`src/hdl/frame_length_by_mode_assert.svh`:
```
// assertion macros for the frame length block
// both expect clk and rst_n in the including scope
`ifndef FRAME_LENGTH_BY_MODE_ASSERT_SVH
`define FRAME_LENGTH_BY_MODE_ASSERT_SVH

// same-cycle implication
`define FLBM_ASSERT_NOW(lbl, ante, cons) \
  lbl: assert property (@(posedge clk) disable iff (!rst_n) (ante) |-> (cons)) \
    else $error("frame_length_by_mode: same-cycle check failed");

// next-cycle implication
`define FLBM_ASSERT_NEXT(lbl, ante, cons) \
  lbl: assert property (@(posedge clk) disable iff (!rst_n) (ante) |=> (cons)) \
    else $error("frame_length_by_mode: next-cycle check failed");

`endif

```
`src/hdl/flbm_pkg.sv`:
```
`default_nettype none

package flbm_pkg;

  localparam int INDEX_WIDTH    = 31;
  localparam int LEN_WIDTH      = 16;
  localparam int DIV_WIDTH      = LEN_WIDTH + 1;
  localparam int MODE_WIDTH     = 3;
  localparam int CFG_IDX_WIDTH  = 2;
  localparam int CFG_DATA_WIDTH = 16;
  localparam int FIFO_DEPTH     = 2;
  localparam int PIPE_DEPTH     = INDEX_WIDTH;
  localparam int IMIX_SEL_WIDTH = 4;

  // length modes
  localparam logic [MODE_WIDTH-1:0] MODE_FIXED  = 3'd0;
  localparam logic [MODE_WIDTH-1:0] MODE_INC    = 3'd1;
  localparam logic [MODE_WIDTH-1:0] MODE_DEC    = 3'd2;
  localparam logic [MODE_WIDTH-1:0] MODE_RANDOM = 3'd3;
  localparam logic [MODE_WIDTH-1:0] MODE_IMIX   = 3'd4;

  // register indexes
  localparam logic [CFG_IDX_WIDTH-1:0] CFG_LENGTH_MODE  = 2'd0;
  localparam logic [CFG_IDX_WIDTH-1:0] CFG_FIXED_LENGTH = 2'd1;
  localparam logic [CFG_IDX_WIDTH-1:0] CFG_MIN_LENGTH   = 2'd2;
  localparam logic [CFG_IDX_WIDTH-1:0] CFG_MAX_LENGTH   = 2'd3;

  // reset values and lengths
  localparam logic [LEN_WIDTH-1:0]  LEN_DEFAULT     = 16'd64;
  localparam logic [LEN_WIDTH-1:0]  LEN_IMIX_MID    = 16'd594;
  localparam logic [LEN_WIDTH-1:0]  LEN_IMIX_BIG    = 16'd1518;
  localparam logic [MODE_WIDTH-1:0] RST_LENGTH_MODE = MODE_FIXED;
  localparam logic [LEN_WIDTH-1:0]  RST_FIXED       = LEN_DEFAULT;
  localparam logic [LEN_WIDTH-1:0]  RST_MIN         = LEN_DEFAULT;
  localparam logic [LEN_WIDTH-1:0]  RST_MAX         = LEN_IMIX_BIG;
  localparam logic [DIV_WIDTH-1:0]  IMIX_PERIOD     = 17'd12;

  // what the back end must do with a word
  typedef enum logic [2:0] {
    CLS_FIXED,
    CLS_INC,
    CLS_DEC,
    CLS_IMIX,
    CLS_RANGE_ERR,
    CLS_DEFAULT
  } cls_t;

  typedef struct packed {
    logic [MODE_WIDTH-1:0] length_mode;
    logic [LEN_WIDTH-1:0]  fixed_length;
    logic [LEN_WIDTH-1:0]  min_length;
    logic [LEN_WIDTH-1:0]  max_length;
  } cfg_t;

  typedef struct packed {
    cls_t                   cls;
    logic [DIV_WIDTH-1:0]   divisor;
    logic [INDEX_WIDTH-1:0] index;
  } item_t;

  // one restoring remainder step; rem < div on entry and on exit
  function automatic logic [DIV_WIDTH-1:0] rem_step(
    input logic [DIV_WIDTH-1:0] rem,
    input logic                 dbit,
    input logic [DIV_WIDTH-1:0] div
  );
    logic [DIV_WIDTH:0] tmp;
    logic [DIV_WIDTH:0] diff;
    tmp  = {rem, dbit};
    diff = tmp - {1'b0, div};
    if (tmp >= {1'b0, div}) begin
      return diff[DIV_WIDTH-1:0];
    end else begin
      return tmp[DIV_WIDTH-1:0];
    end
  endfunction

  // imix pattern, 64/594/1518 in 7:4:1
  function automatic logic [LEN_WIDTH-1:0] imix_len(input logic [IMIX_SEL_WIDTH-1:0] sel);
    case (sel)
      4'd1, 4'd3, 4'd8, 4'd10: return LEN_IMIX_MID;
      4'd5:                    return LEN_IMIX_BIG;
      default:                 return LEN_DEFAULT;
    endcase
  endfunction

endpackage

`default_nettype wire

```
`src/hdl/flbm_front.sv`:
```
`default_nettype none

module flbm_front (
  input  wire logic                            clk,
  input  wire logic                            rst_n,
  input  wire flbm_pkg::cfg_t                  cfg,
  input  wire logic                            in_valid,
  output logic                                 in_stall,
  input  wire logic [flbm_pkg::INDEX_WIDTH-1:0] in_frame_index,
  output logic                                 push_valid,
  input  wire logic                            push_ready,
  output flbm_pkg::item_t                      push_item
);
  import flbm_pkg::*;

  item_t                 cls_item;
  logic [DIV_WIDTH-1:0]  span;
  logic                  hold_valid_r;
  logic                  hold_valid_nxt;
  item_t                 hold_item_r;

  // span of the length range, one wider than a length
  assign span = {1'b0, cfg.max_length} - {1'b0, cfg.min_length} + DIV_WIDTH'(1);

  // classify the incoming word
  always_comb begin
    cls_item.index   = in_frame_index;
    cls_item.divisor = IMIX_PERIOD;
    cls_item.cls     = CLS_DEFAULT;
    case (cfg.length_mode)
      MODE_FIXED: begin
        cls_item.cls = CLS_FIXED;
      end
      MODE_INC, MODE_DEC: begin
        if (cfg.max_length < cfg.min_length) begin
          cls_item.cls = CLS_RANGE_ERR;
        end else begin
          cls_item.cls     = (cfg.length_mode == MODE_INC) ? CLS_INC : CLS_DEC;
          cls_item.divisor = span;
        end
      end
      MODE_IMIX: begin
        cls_item.cls = CLS_IMIX;
      end
      default: begin
        cls_item.cls = CLS_DEFAULT;
      end
    endcase
  end

  // holding stage, free when empty or draining into the queue
  assign in_stall       = hold_valid_r && !push_ready;
  assign hold_valid_nxt = in_stall ? hold_valid_r : in_valid;

  always_ff @(posedge clk) begin
    if (!rst_n) begin
      hold_valid_r <= 1'b0;
    end else begin
      hold_valid_r <= hold_valid_nxt;
    end
  end

  always_ff @(posedge clk) begin
    if (!in_stall && in_valid) begin
      hold_item_r <= cls_item;
    end
  end

  assign push_valid = hold_valid_r;
  assign push_item  = hold_item_r;

endmodule

`default_nettype wire

```
`src/hdl/flbm_fifo.sv`:
```
`default_nettype none

module flbm_fifo (
  input  wire logic             clk,
  input  wire logic             rst_n,
  input  wire logic             push_valid,
  output logic                  push_ready,
  input  wire flbm_pkg::item_t  push_item,
  output logic                  pop_valid,
  input  wire logic             pop_ready,
  output flbm_pkg::item_t       pop_item
);
  import flbm_pkg::*;

  localparam int PTR_WIDTH = (FIFO_DEPTH > 1) ? $clog2(FIFO_DEPTH) : 1;
  localparam int CNT_WIDTH = $clog2(FIFO_DEPTH + 1);

  item_t                mem_r [FIFO_DEPTH];
  logic [PTR_WIDTH-1:0] wr_ptr_r;
  logic [PTR_WIDTH-1:0] wr_ptr_nxt;
  logic [PTR_WIDTH-1:0] rd_ptr_r;
  logic [PTR_WIDTH-1:0] rd_ptr_nxt;
  logic [CNT_WIDTH-1:0] count_r;
  logic [CNT_WIDTH-1:0] count_nxt;
  logic                 do_push;
  logic                 do_pop;

  assign push_ready = (count_r != CNT_WIDTH'(FIFO_DEPTH));
  assign pop_valid  = (count_r != '0);
  assign do_push    = push_valid && push_ready;
  assign do_pop     = pop_valid && pop_ready;
  assign pop_item   = mem_r[rd_ptr_r];

  // pointer and fill count update
  always_comb begin
    wr_ptr_nxt = wr_ptr_r;
    rd_ptr_nxt = rd_ptr_r;
    count_nxt  = count_r;
    if (do_push) begin
      wr_ptr_nxt = (wr_ptr_r == PTR_WIDTH'(FIFO_DEPTH - 1)) ? '0 : wr_ptr_r + PTR_WIDTH'(1);
    end
    if (do_pop) begin
      rd_ptr_nxt = (rd_ptr_r == PTR_WIDTH'(FIFO_DEPTH - 1)) ? '0 : rd_ptr_r + PTR_WIDTH'(1);
    end
    if (do_push && !do_pop) begin
      count_nxt = count_r + CNT_WIDTH'(1);
    end else if (do_pop && !do_push) begin
      count_nxt = count_r - CNT_WIDTH'(1);
    end
  end

  always_ff @(posedge clk) begin
    if (!rst_n) begin
      wr_ptr_r <= '0;
      rd_ptr_r <= '0;
      count_r  <= '0;
    end else begin
      wr_ptr_r <= wr_ptr_nxt;
      rd_ptr_r <= rd_ptr_nxt;
      count_r  <= count_nxt;
    end
  end

  // storage
  always_ff @(posedge clk) begin
    if (do_push) begin
      mem_r[wr_ptr_r] <= push_item;
    end
  end

endmodule

`default_nettype wire

```
`src/hdl/flbm_back.sv`:
```
`default_nettype none

module flbm_back (
  input  wire logic                        clk,
  input  wire logic                        rst_n,
  input  wire flbm_pkg::cfg_t              cfg,
  input  wire logic                        pop_valid,
  output logic                             pop_ready,
  input  wire flbm_pkg::item_t             pop_item,
  output logic                             out_valid,
  input  wire logic                        out_stall,
  output logic [flbm_pkg::LEN_WIDTH-1:0]   out_frame_length,
  output logic                             out_range_error
);
  import flbm_pkg::*;

  localparam int LAST = PIPE_DEPTH - 1;

  logic                   st_valid_r  [PIPE_DEPTH];
  logic                   st_valid_nxt[PIPE_DEPTH];
  logic [DIV_WIDTH-1:0]   st_rem_r    [PIPE_DEPTH];
  logic [DIV_WIDTH-1:0]   st_rem_nxt  [PIPE_DEPTH];
  logic [DIV_WIDTH-1:0]   st_div_r    [PIPE_DEPTH];
  logic [DIV_WIDTH-1:0]   st_div_nxt  [PIPE_DEPTH];
  logic [INDEX_WIDTH-1:0] st_idx_r    [PIPE_DEPTH];
  logic [INDEX_WIDTH-1:0] st_idx_nxt  [PIPE_DEPTH];
  cls_t                   st_cls_r    [PIPE_DEPTH];
  cls_t                   st_cls_nxt  [PIPE_DEPTH];

  logic                   pipe_en;
  logic [LEN_WIDTH-1:0]   off;
  logic [LEN_WIDTH-1:0]   len_nxt;
  logic                   err_nxt;
  logic                   out_valid_r;
  logic                   out_valid_nxt;
  logic [LEN_WIDTH-1:0]   out_len_r;
  logic                   out_err_r;

  // whole pipeline moves when the output register can take a word
  assign pipe_en   = !out_valid_r || !out_stall;
  assign pop_ready = pipe_en;

  // remainder pipeline, one dividend bit per stage, msb first
  always_comb begin
    st_valid_nxt[0] = pop_valid;
    st_rem_nxt[0]   = rem_step('0, pop_item.index[INDEX_WIDTH-1], pop_item.divisor);
    st_div_nxt[0]   = pop_item.divisor;
    st_idx_nxt[0]   = pop_item.index;
    st_cls_nxt[0]   = pop_item.cls;
    for (int s = 1; s < PIPE_DEPTH; s++) begin
      st_valid_nxt[s] = st_valid_r[s-1];
      st_rem_nxt[s]   = rem_step(st_rem_r[s-1], st_idx_r[s-1][INDEX_WIDTH-1-s],
                                 st_div_r[s-1]);
      st_div_nxt[s]   = st_div_r[s-1];
      st_idx_nxt[s]   = st_idx_r[s-1];
      st_cls_nxt[s]   = st_cls_r[s-1];
    end
  end

  always_ff @(posedge clk) begin
    if (!rst_n) begin
      for (int s = 0; s < PIPE_DEPTH; s++) begin
        st_valid_r[s] <= 1'b0;
      end
    end else if (pipe_en) begin
      for (int s = 0; s < PIPE_DEPTH; s++) begin
        st_valid_r[s] <= st_valid_nxt[s];
      end
    end
  end

  always_ff @(posedge clk) begin
    if (pipe_en) begin
      for (int s = 0; s < PIPE_DEPTH; s++) begin
        st_rem_r[s] <= st_rem_nxt[s];
        st_div_r[s] <= st_div_nxt[s];
        st_idx_r[s] <= st_idx_nxt[s];
        st_cls_r[s] <= st_cls_nxt[s];
      end
    end
  end

  // final length select from the remainder
  assign off = st_rem_r[LAST][LEN_WIDTH-1:0];

  always_comb begin
    err_nxt = 1'b0;
    case (st_cls_r[LAST])
      CLS_FIXED:     len_nxt = cfg.fixed_length;
      CLS_INC:       len_nxt = cfg.min_length + off;
      CLS_DEC:       len_nxt = cfg.max_length - off;
      CLS_IMIX:      len_nxt = imix_len(off[IMIX_SEL_WIDTH-1:0]);
      CLS_RANGE_ERR: begin
        len_nxt = cfg.min_length;
        err_nxt = 1'b1;
      end
      default:       len_nxt = LEN_DEFAULT;
    endcase
  end

  // output register
  assign out_valid_nxt = pipe_en ? st_valid_r[LAST] : out_valid_r;

  always_ff @(posedge clk) begin
    if (!rst_n) begin
      out_valid_r <= 1'b0;
    end else begin
      out_valid_r <= out_valid_nxt;
    end
  end

  always_ff @(posedge clk) begin
    if (pipe_en) begin
      out_len_r <= len_nxt;
      out_err_r <= err_nxt;
    end
  end

  assign out_valid        = out_valid_r;
  assign out_frame_length = out_len_r;
  assign out_range_error  = out_err_r;

endmodule

`default_nettype wire

```
`src/hdl/frame_length_by_mode.sv`:
```
`default_nettype none

// Frame length generator: takes one frame index per cycle while in_stall is low and
// answers the frame's length for the configured mode (fixed, increment, decrement,
// IMIX; other modes give 64). It sustains one word per clock while out_stall is low.
// When nothing stalls, an accepted index passes through the holding stage, the
// two-entry queue and the 31 stages of the remainder pipeline (one index bit each),
// after which the word sits in the output register. Registers must only be written
// while the block holds no word.
module frame_length_by_mode (
  input  wire logic                                clk,
  input  wire logic                                rst_n,
  input  wire logic                                cfg_wr_en,
  input  wire logic [flbm_pkg::CFG_IDX_WIDTH-1:0]  cfg_index,
  input  wire logic [flbm_pkg::CFG_DATA_WIDTH-1:0] cfg_wdata,
  input  wire logic                                in_valid,
  output logic                                     in_stall,
  input  wire logic [flbm_pkg::INDEX_WIDTH-1:0]    in_frame_index,
  output logic                                     out_valid,
  input  wire logic                                out_stall,
  output logic [flbm_pkg::LEN_WIDTH-1:0]           out_frame_length,
  output logic                                     out_range_error
);
  import flbm_pkg::*;

  `include "frame_length_by_mode_assert.svh"

  cfg_t  cfg_r;
  cfg_t  cfg_nxt;
  logic  push_valid;
  logic  push_ready;
  item_t push_item;
  logic  pop_valid;
  logic  pop_ready;
  item_t pop_item;

  // configuration registers
  always_comb begin
    cfg_nxt = cfg_r;
    if (cfg_wr_en) begin
      case (cfg_index)
        CFG_LENGTH_MODE:  cfg_nxt.length_mode  = cfg_wdata[MODE_WIDTH-1:0];
        CFG_FIXED_LENGTH: cfg_nxt.fixed_length = cfg_wdata[LEN_WIDTH-1:0];
        CFG_MIN_LENGTH:   cfg_nxt.min_length   = cfg_wdata[LEN_WIDTH-1:0];
        CFG_MAX_LENGTH:   cfg_nxt.max_length   = cfg_wdata[LEN_WIDTH-1:0];
        default:          cfg_nxt = cfg_r;
      endcase
    end
  end

  always_ff @(posedge clk) begin
    if (!rst_n) begin
      cfg_r.length_mode  <= RST_LENGTH_MODE;
      cfg_r.fixed_length <= RST_FIXED;
      cfg_r.min_length   <= RST_MIN;
      cfg_r.max_length   <= RST_MAX;
    end else begin
      cfg_r <= cfg_nxt;
    end
  end

  // front: accept and classify
  flbm_front u_front (
    .clk            (clk),
    .rst_n          (rst_n),
    .cfg            (cfg_r),
    .in_valid       (in_valid),
    .in_stall       (in_stall),
    .in_frame_index (in_frame_index),
    .push_valid     (push_valid),
    .push_ready     (push_ready),
    .push_item      (push_item)
  );

  // queue between front and back
  flbm_fifo u_fifo (
    .clk        (clk),
    .rst_n      (rst_n),
    .push_valid (push_valid),
    .push_ready (push_ready),
    .push_item  (push_item),
    .pop_valid  (pop_valid),
    .pop_ready  (pop_ready),
    .pop_item   (pop_item)
  );

  // back: remainder pipeline and length select
  flbm_back u_back (
    .clk              (clk),
    .rst_n            (rst_n),
    .cfg              (cfg_r),
    .pop_valid        (pop_valid),
    .pop_ready        (pop_ready),
    .pop_item         (pop_item),
    .out_valid        (out_valid),
    .out_stall        (out_stall),
    .out_frame_length (out_frame_length),
    .out_range_error  (out_range_error)
  );

  // checks
  `FLBM_ASSERT_NOW(a_err_len, out_valid && out_range_error, out_frame_length == cfg_r.min_length)
  `FLBM_ASSERT_NOW(a_err_mode, out_valid && out_range_error,
                   (cfg_r.length_mode == MODE_INC || cfg_r.length_mode == MODE_DEC) &&
                   (cfg_r.max_length < cfg_r.min_length))
  `FLBM_ASSERT_NOW(a_stall_cause, in_stall, push_valid && !push_ready)
  `FLBM_ASSERT_NEXT(a_queue_drains, pop_valid && pop_ready && !push_valid, push_ready)

endmodule

`default_nettype wire
```
`config.mk`:
```
export PLATFORM = sky130hd
export DESIGN_NAME = frame_length_by_mode
export DESIGN_NICKNAME = d
export VERILOG_FILES = /design/src/hdl/flbm_pkg.sv /design/src/hdl/flbm_front.sv /design/src/hdl/flbm_fifo.sv /design/src/hdl/flbm_back.sv /design/src/hdl/frame_length_by_mode.sv
export VERILOG_INCLUDE_DIRS = /design/src /design/src/hdl
export SDC_FILE = /design/constraint.sdc
export NUM_CORES = 2
export LEC_CHECK = 0
export ABC_AREA = 1
export BUFFER_PORTS_ARGS = -buffer_cell sky130_fd_sc_hd__buf_2
export CORE_MARGIN = 2
export CORE_UTILIZATION = 61
export CTS_CLUSTER_DIAMETER = 40
export DETAILED_ROUTE_END_ITERATION = 10
export PLACE_DENSITY = 0.74
export SYNTH_ARGS = -nofsm -noshare
export SYNTH_HDL_FRONTEND = slang
export SYNTH_HIERARCHICAL = 1
export SYNTH_SLANG_ARGS = --single-unit
```
`constraint.sdc`:
```
create_clock -name clk -period 93.1 [get_ports clk]
set_input_delay 0 -clock clk [delete_from_list [all_inputs] [get_ports clk]]
set_output_delay 0 -clock clk [all_outputs]
set_load 0.01 [all_outputs]
```
# --- Yosys cells after proc, flatten, opt, wreduce, memory -nomap -nowiden ---
# Memory sizes are Yosys's and may differ from the RTL's. A register that Yosys moved wholly into a read port is not among the register bits.
# Cells that the tools add are included.
word_totals:
  output_inout_bits: 19
  word_cells: 245
  memories: 6
  ff_bits: 124
  ram_bits: 2241
classes:
  reduce_logical: 26
  n_eq_ne: 16
  bitwise: 32
  mux: 81
  n_addsub: 39
  n_lt_le_gt_ge: 32
mem_list:
  columns: ["name", "words", "width", "rd", "rd_ports_with_merged_regs", "wr", "line_no", "source"]
  rows:
  - ["u_back.st_idx_r", 31, 31, 30, 0, 31, "flbm_back.sv:25", "logic [INDEX_WIDTH-1:0] st_idx_r [PIPE_DEPTH];"]
  - ["u_back.st_div_r", 31, 17, 30, 0, 31, "flbm_back.sv:23", "logic [DIV_WIDTH-1:0] st_div_r [PIPE_DEPTH];"]
  - ["u_back.st_rem_r", 31, 17, 31, 0, 31, "flbm_back.sv:21", "logic [DIV_WIDTH-1:0] st_rem_r [PIPE_DEPTH];"]
  - ["u_fifo.mem_r", 2, 51, 1, 1, 1, "flbm_fifo.sv:18", "item_t mem_r [FIFO_DEPTH];"]
  - ["u_back.st_cls_r", 31, 3, 31, 0, 31, "flbm_back.sv:27", "cls_t st_cls_r [PIPE_DEPTH];"]
  - ["u_back.st_valid_r", 31, 1, 31, 1, 31, "flbm_back.sv:19", "logic st_valid_r [PIPE_DEPTH];"]
ops:
  columns: ["cell", "count"]
  rows:
  - ["greater-or-equal comparator 18 x 17 -> 1 bit", 30]
  - ["two-way mux 17 bit", 31]
  - ["subtractor 17 bit", 30]
  - ["one-hot mux 16 bit (5 select lines)", 1]
  - ["two-way mux 1 bit", 43]
  - ["bitwise OR 1 bit", 31]
  - ["one-hot mux 11 bit (2 select lines)", 1]
  - ["adder 17 x 1 -> 17 bit (second input constant)", 1]
  - ["greater-or-equal comparator 1 x 17 -> 1 bit", 1]
  - ["subtractor 1 x 17 -> 17 bit", 1]
  - ["subtractor 16 x 16 -> 17 bit", 1]
  - ["adder 16 bit", 1]
  - ["< comparator 16 bit", 1]
  - ["subtractor 16 bit", 1]
  - ["equality test 3 x 2 -> 1 bit (second input constant)", 3]
  - ["one-hot mux 3 bit (3 select lines)", 1]
  - ["equality test 4 bit (second input constant)", 2]
  - ["AND reduction 2 bit", 4]
  - ["zero test 1 bit", 7]
  - ["equality test 3 x 1 -> 1 bit (second input constant)", 2]
  - ["equality test 3 bit (second input constant)", 2]
  - ["logical AND 1 bit", 6]
  - ["zero test 3 bit", 2]
  - ["two-way mux 2 bit", 3]
  - ["other kinds (16)", 20]

# --- Logic depth before layout (Yosys ltp) ---
depth:
  depth_word: 6
  mapped_depth: 15
  ltp_nobuf: 15

# --- Modules after synthesis ---
# Netlist, hierarchy kept.
by_module_without_submodules:
  columns: ["module", "seq_area_each_um2", "cells_per_inst", "instances", "area_each_um2"]
  rows:
  - ["flbm_back", 49157.1, 10363, 1, 92894.1]
  - ["flbm_fifo", 3163.0, 196, 1, 4176.5]
  - ["flbm_front", 1551.5, 340, 1, 3223.1]
  - ["frame_length_by_mode", 1021.0, 308, 1, 2113.3]

# --- Worst setup path after synthesis ---
# Ideal clock, no wire load.
synth_timing:
  path_kind: "reg-to-reg"
  startpoint: "register u_back.out_valid_r, in the netlist u_back/out_valid (read register of u_back.st_valid_r)"
  endpoint: "memory u_back.st_valid_r[11]"
  period_less_slack_ps: 41841
  stages_incl_launch_ff: 4
  arrival_time_ps: 41622
  slack_ps: 51259
  t_required_ps: 92880
  cell_sequence: "dfxtp_1 nand2_1 nand2_1 o22ai_1"
synth_rtl:
  columns: ["item", "line_no", "source"]
  rows:
  - ["start, declared", "flbm_back.sv:34", "logic out_valid_r;"]
  - ["end, declared", "flbm_back.sv:19", null]

==> impl_metrics.tcl <==
set metrics [dict create \
    synth.top_cell.area_share 0.521 \
    p_int_mw 2.52 \
    syn_area_mm2 0.102 \
    tightestPinTransition_ns 1.09 \
    synth_edf_count 1778 \
    swShare 0.413 \
    rsz0062_at_grt "false" \
    synthCells 11200 \
    hpwlAfterDp_mm 172 \
    dp_slack_ns 88.87 \
    startpoint_type "flop" \
    synthMuxAreaShare 0.00744 \
    crit_fanout 86 \
    drc 0 \
    hold_violations 0 \
    synth_warnings 6 \
    antenna_found_initial 2 \
    postCtsSetupRepairBufs 0 \
    arrival_ns 4.78 \
    cts_made_buffers 275 \
    crit_type "flop to flop" \
    synthXorXnorAreaFrac 0.0192 \
    place_inst 13400 \
    cts_max_level 5 \
    maxCapViolCount 0 \
    drv_slew 0 \
    yosys.area_share.simple 0.246 \
    pin_count 73 \
    crit_required_ns 93.59 \
    clk_latency_ns 0.92 \
    cts.clk_slew.worst_paths_ns 0.06 \
    synth_nets 11900 \
    die_w_um 414 \
    vias 75900 \
    slew_headroom 0.277 \
    ant_nets 0 \
    cts-root-buf "clkbuf_16" \
    finalCriticalPeriod_ns 4.29 \
    tns_ns 0 \
    synth_flop_cell "edfxtp_1" \
    synth_area_leaders "edfxtp_1 (52%), nand2_1 (13%), inv_1 (7.1%), ha_1 (7.0%), nand3_1 (5.2%)" \
    stdcell_count 14000 \
    drtIter0Drc 7098 \
    layout_setup_ws_ns 88.81 \
    fmax_ghz 0.233 \
    cts_sinks 1853 \
    hold_path_class "primary input to flop" \
    p_per_area_mw_per_mm2 37.4 \
    final_area_mm2 0.115 \
    rows 150 \
    gp_congestion 0.947 \
    grt_max_degree 200 \
    drtPass1Iterations 7 \
    clock-skew-final_ns 0.0644 \
    initial_core_util 0.613 \
    synth_compound_area_frac 0.0310 \
    setup_viol 0 \
    placed_area_mm2 0.105 \
    seq_area_frac_synth 0.536 \
    grt_pass1_wl_mm 384 \
    ys_seq_elements 1853 \
    routedWlPerCell_um 17.4 \
    p_clk_frac 0.233 \
    final_nets 12300 \
    ys_types 53 \
    grt-ovfl-total 0 \
    wl_mm 244 \
    synth_top_family_by_area "simple AND/OR/NAND/NOR gates" \
    outcome "finished clean" \
    synth_fa_ha_area_frac 0.0783 \
    final_common_cell "nand2_1" \
    io_buffers 72 \
    min_period_over_period 0.0461 \
    yosys.area.top_type "edfxtp_1" \
    p_leak_nw 57.1 \
    area_delta_synth_final_pct 12.2 \
    final_core_util 0.688 \
    p_comb_frac 0.425 \
    layout_common_cells "nand2_1 (3,549), inv_1 (1,940), edfxtp_1 (1,778)" \
    cts_max_path_buffers 4 \
    grt_pass1_vias 72300 \
    power_frac_seq 0.343 \
    end_kind "flop" \
    vdd_drop_max_uv 28.3 \
    synthArstFlopShare 0 \
    die_h_um 414 \
    fill_cells 12700 \
    switchingPower_mw 1.78 \
    dieArea_mm2 0.171 \
    grt_usage 0.284 \
    core-area_mm2 0.167 \
    drive_gt1_frac 0.0833 \
    cts_tree "built" \
    syn_avg_cell_area_um2 9.14 \
    cts-resized-gates 0 \
    via_per_inst 5.42 \
]
==> critical path, stage by stage (launching register included) <==
cell	delay, ns
dfxtp_1	0.36
nand2_4	0.58
buf_4	0.78
buf_4	0.96
buf_4	0.92
==> power by group through the flow <==
stage               combinational (mW)  sequential, mW  clock [mW]
floorplan                         1.42            1.37           0
global placement                  1.74            1.48           0
detailed placement                1.77            1.48           0
CTS                               1.80            1.47        1.02
global route                      2.07            1.50        1.05
finish                            1.83            1.47        1.00
==> final timing paths <==
kind,from,to,slack (ns),cells after the start
max,u_back/out_valid$_SDFFE_PN0N_,u_back/st_rem_r[1][203]$_DFFE_PN_,88.81,4
min,cfg_index[0],cfg_r[38]$_SDFFE_PN1P_,0.10,4
max reg2reg,u_back/out_valid$_SDFFE_PN0N_,u_back/st_rem_r[1][203]$_DFFE_PN_,88.81,4
min reg2reg,u_back/st_idx_r[0][475]$_DFFE_PN_,u_back/st_idx_r[1][10]$_DFFE_PN_,0.38,0
==> routing by layer <==
layer | vias up | global-route usage | wire length [µm]
met4 | 2 | 0.0970 | 7600
met2 | 2578 | 0.446 | 111000
met1 | 35400 | 0.406 | 110000
met3 | 534 | 0.0398 | 15900
li1 | 37400 | - | -
met5 | - | 0 | 13
==> synthesized netlist by cell type, drive strengths merged (5+ instances only) <==
cell,instances
nand3b,25
xnor2,57
ha,577
nand2,3793
a22o,5
a21oi,371
nand4,97
buf,111
nand3,1097
o21ai,125
dfxtp,75
nor3,171
o21bai,49
inv,1959
fa,40
nor2,600
clkbuf,14
o22ai,16
a221oi,6
mux2,51
xor2,168
edfxtp,1778
==> per-stage QoR <==
step	hold slack (ns)	total power, mW
after global routing	0.114	4.62
after detailed placement	0.178	3.25
after CTS	0.0114	4.29
final	0.102	4.30
after global placement	0.176	3.22
after floorplan	0.0989	2.80
==> sequential cells by signal, indices dropped and copies added, names as in the netlist, 2 cells and up, named ones only <==
signal	count
cfg_r	51
u_back/out_frame_length	16
u_back/st_cls_r	93
u_back/st_div_r	510
u_back/st_idx_r	465
u_back/st_rem_r	526
u_back/st_valid_r	31
u_fifo/count_r	2
u_fifo/mem_r	102
u_front/push_item	51
==> logic make-up after synthesis <==
logic type / after synthesis
multiplexers: 51
buffers and inverters: 2086
flip-flops: 1853
XOR/XNOR: 225
adder cells (fa/ha/maj): 617
AND/OR/NAND/NOR: 5791
AO/OA/AOI/OAI: 584
==> final cells by class <==
cell class | instances | area, µm² | share of cell area
Clock inverter | 171 | 1770 | 0.0154
Tap cell | 2204 | 2760 | 0.0240
Multi-Input combinational cell | 7268 | 39100 | 0.340
Clock buffer | 308 | 7140 | 0.0621
Antenna cell | 2 | 5.00 | 0.0000435
Timing Repair Buffer | 229 | 1880 | 0.0164
Sequential cell | 1853 | 54900 | 0.478
Inverter | 1961 | 7360 | 0.0640
==> what timing repair did <==
item                                   4_1_cts  5_1_grt
hold buffers                               126        0
endpoints found under the hold margin      234        0
setup endpoints to repair                    0        0
(Power assumes the default switching activity.)
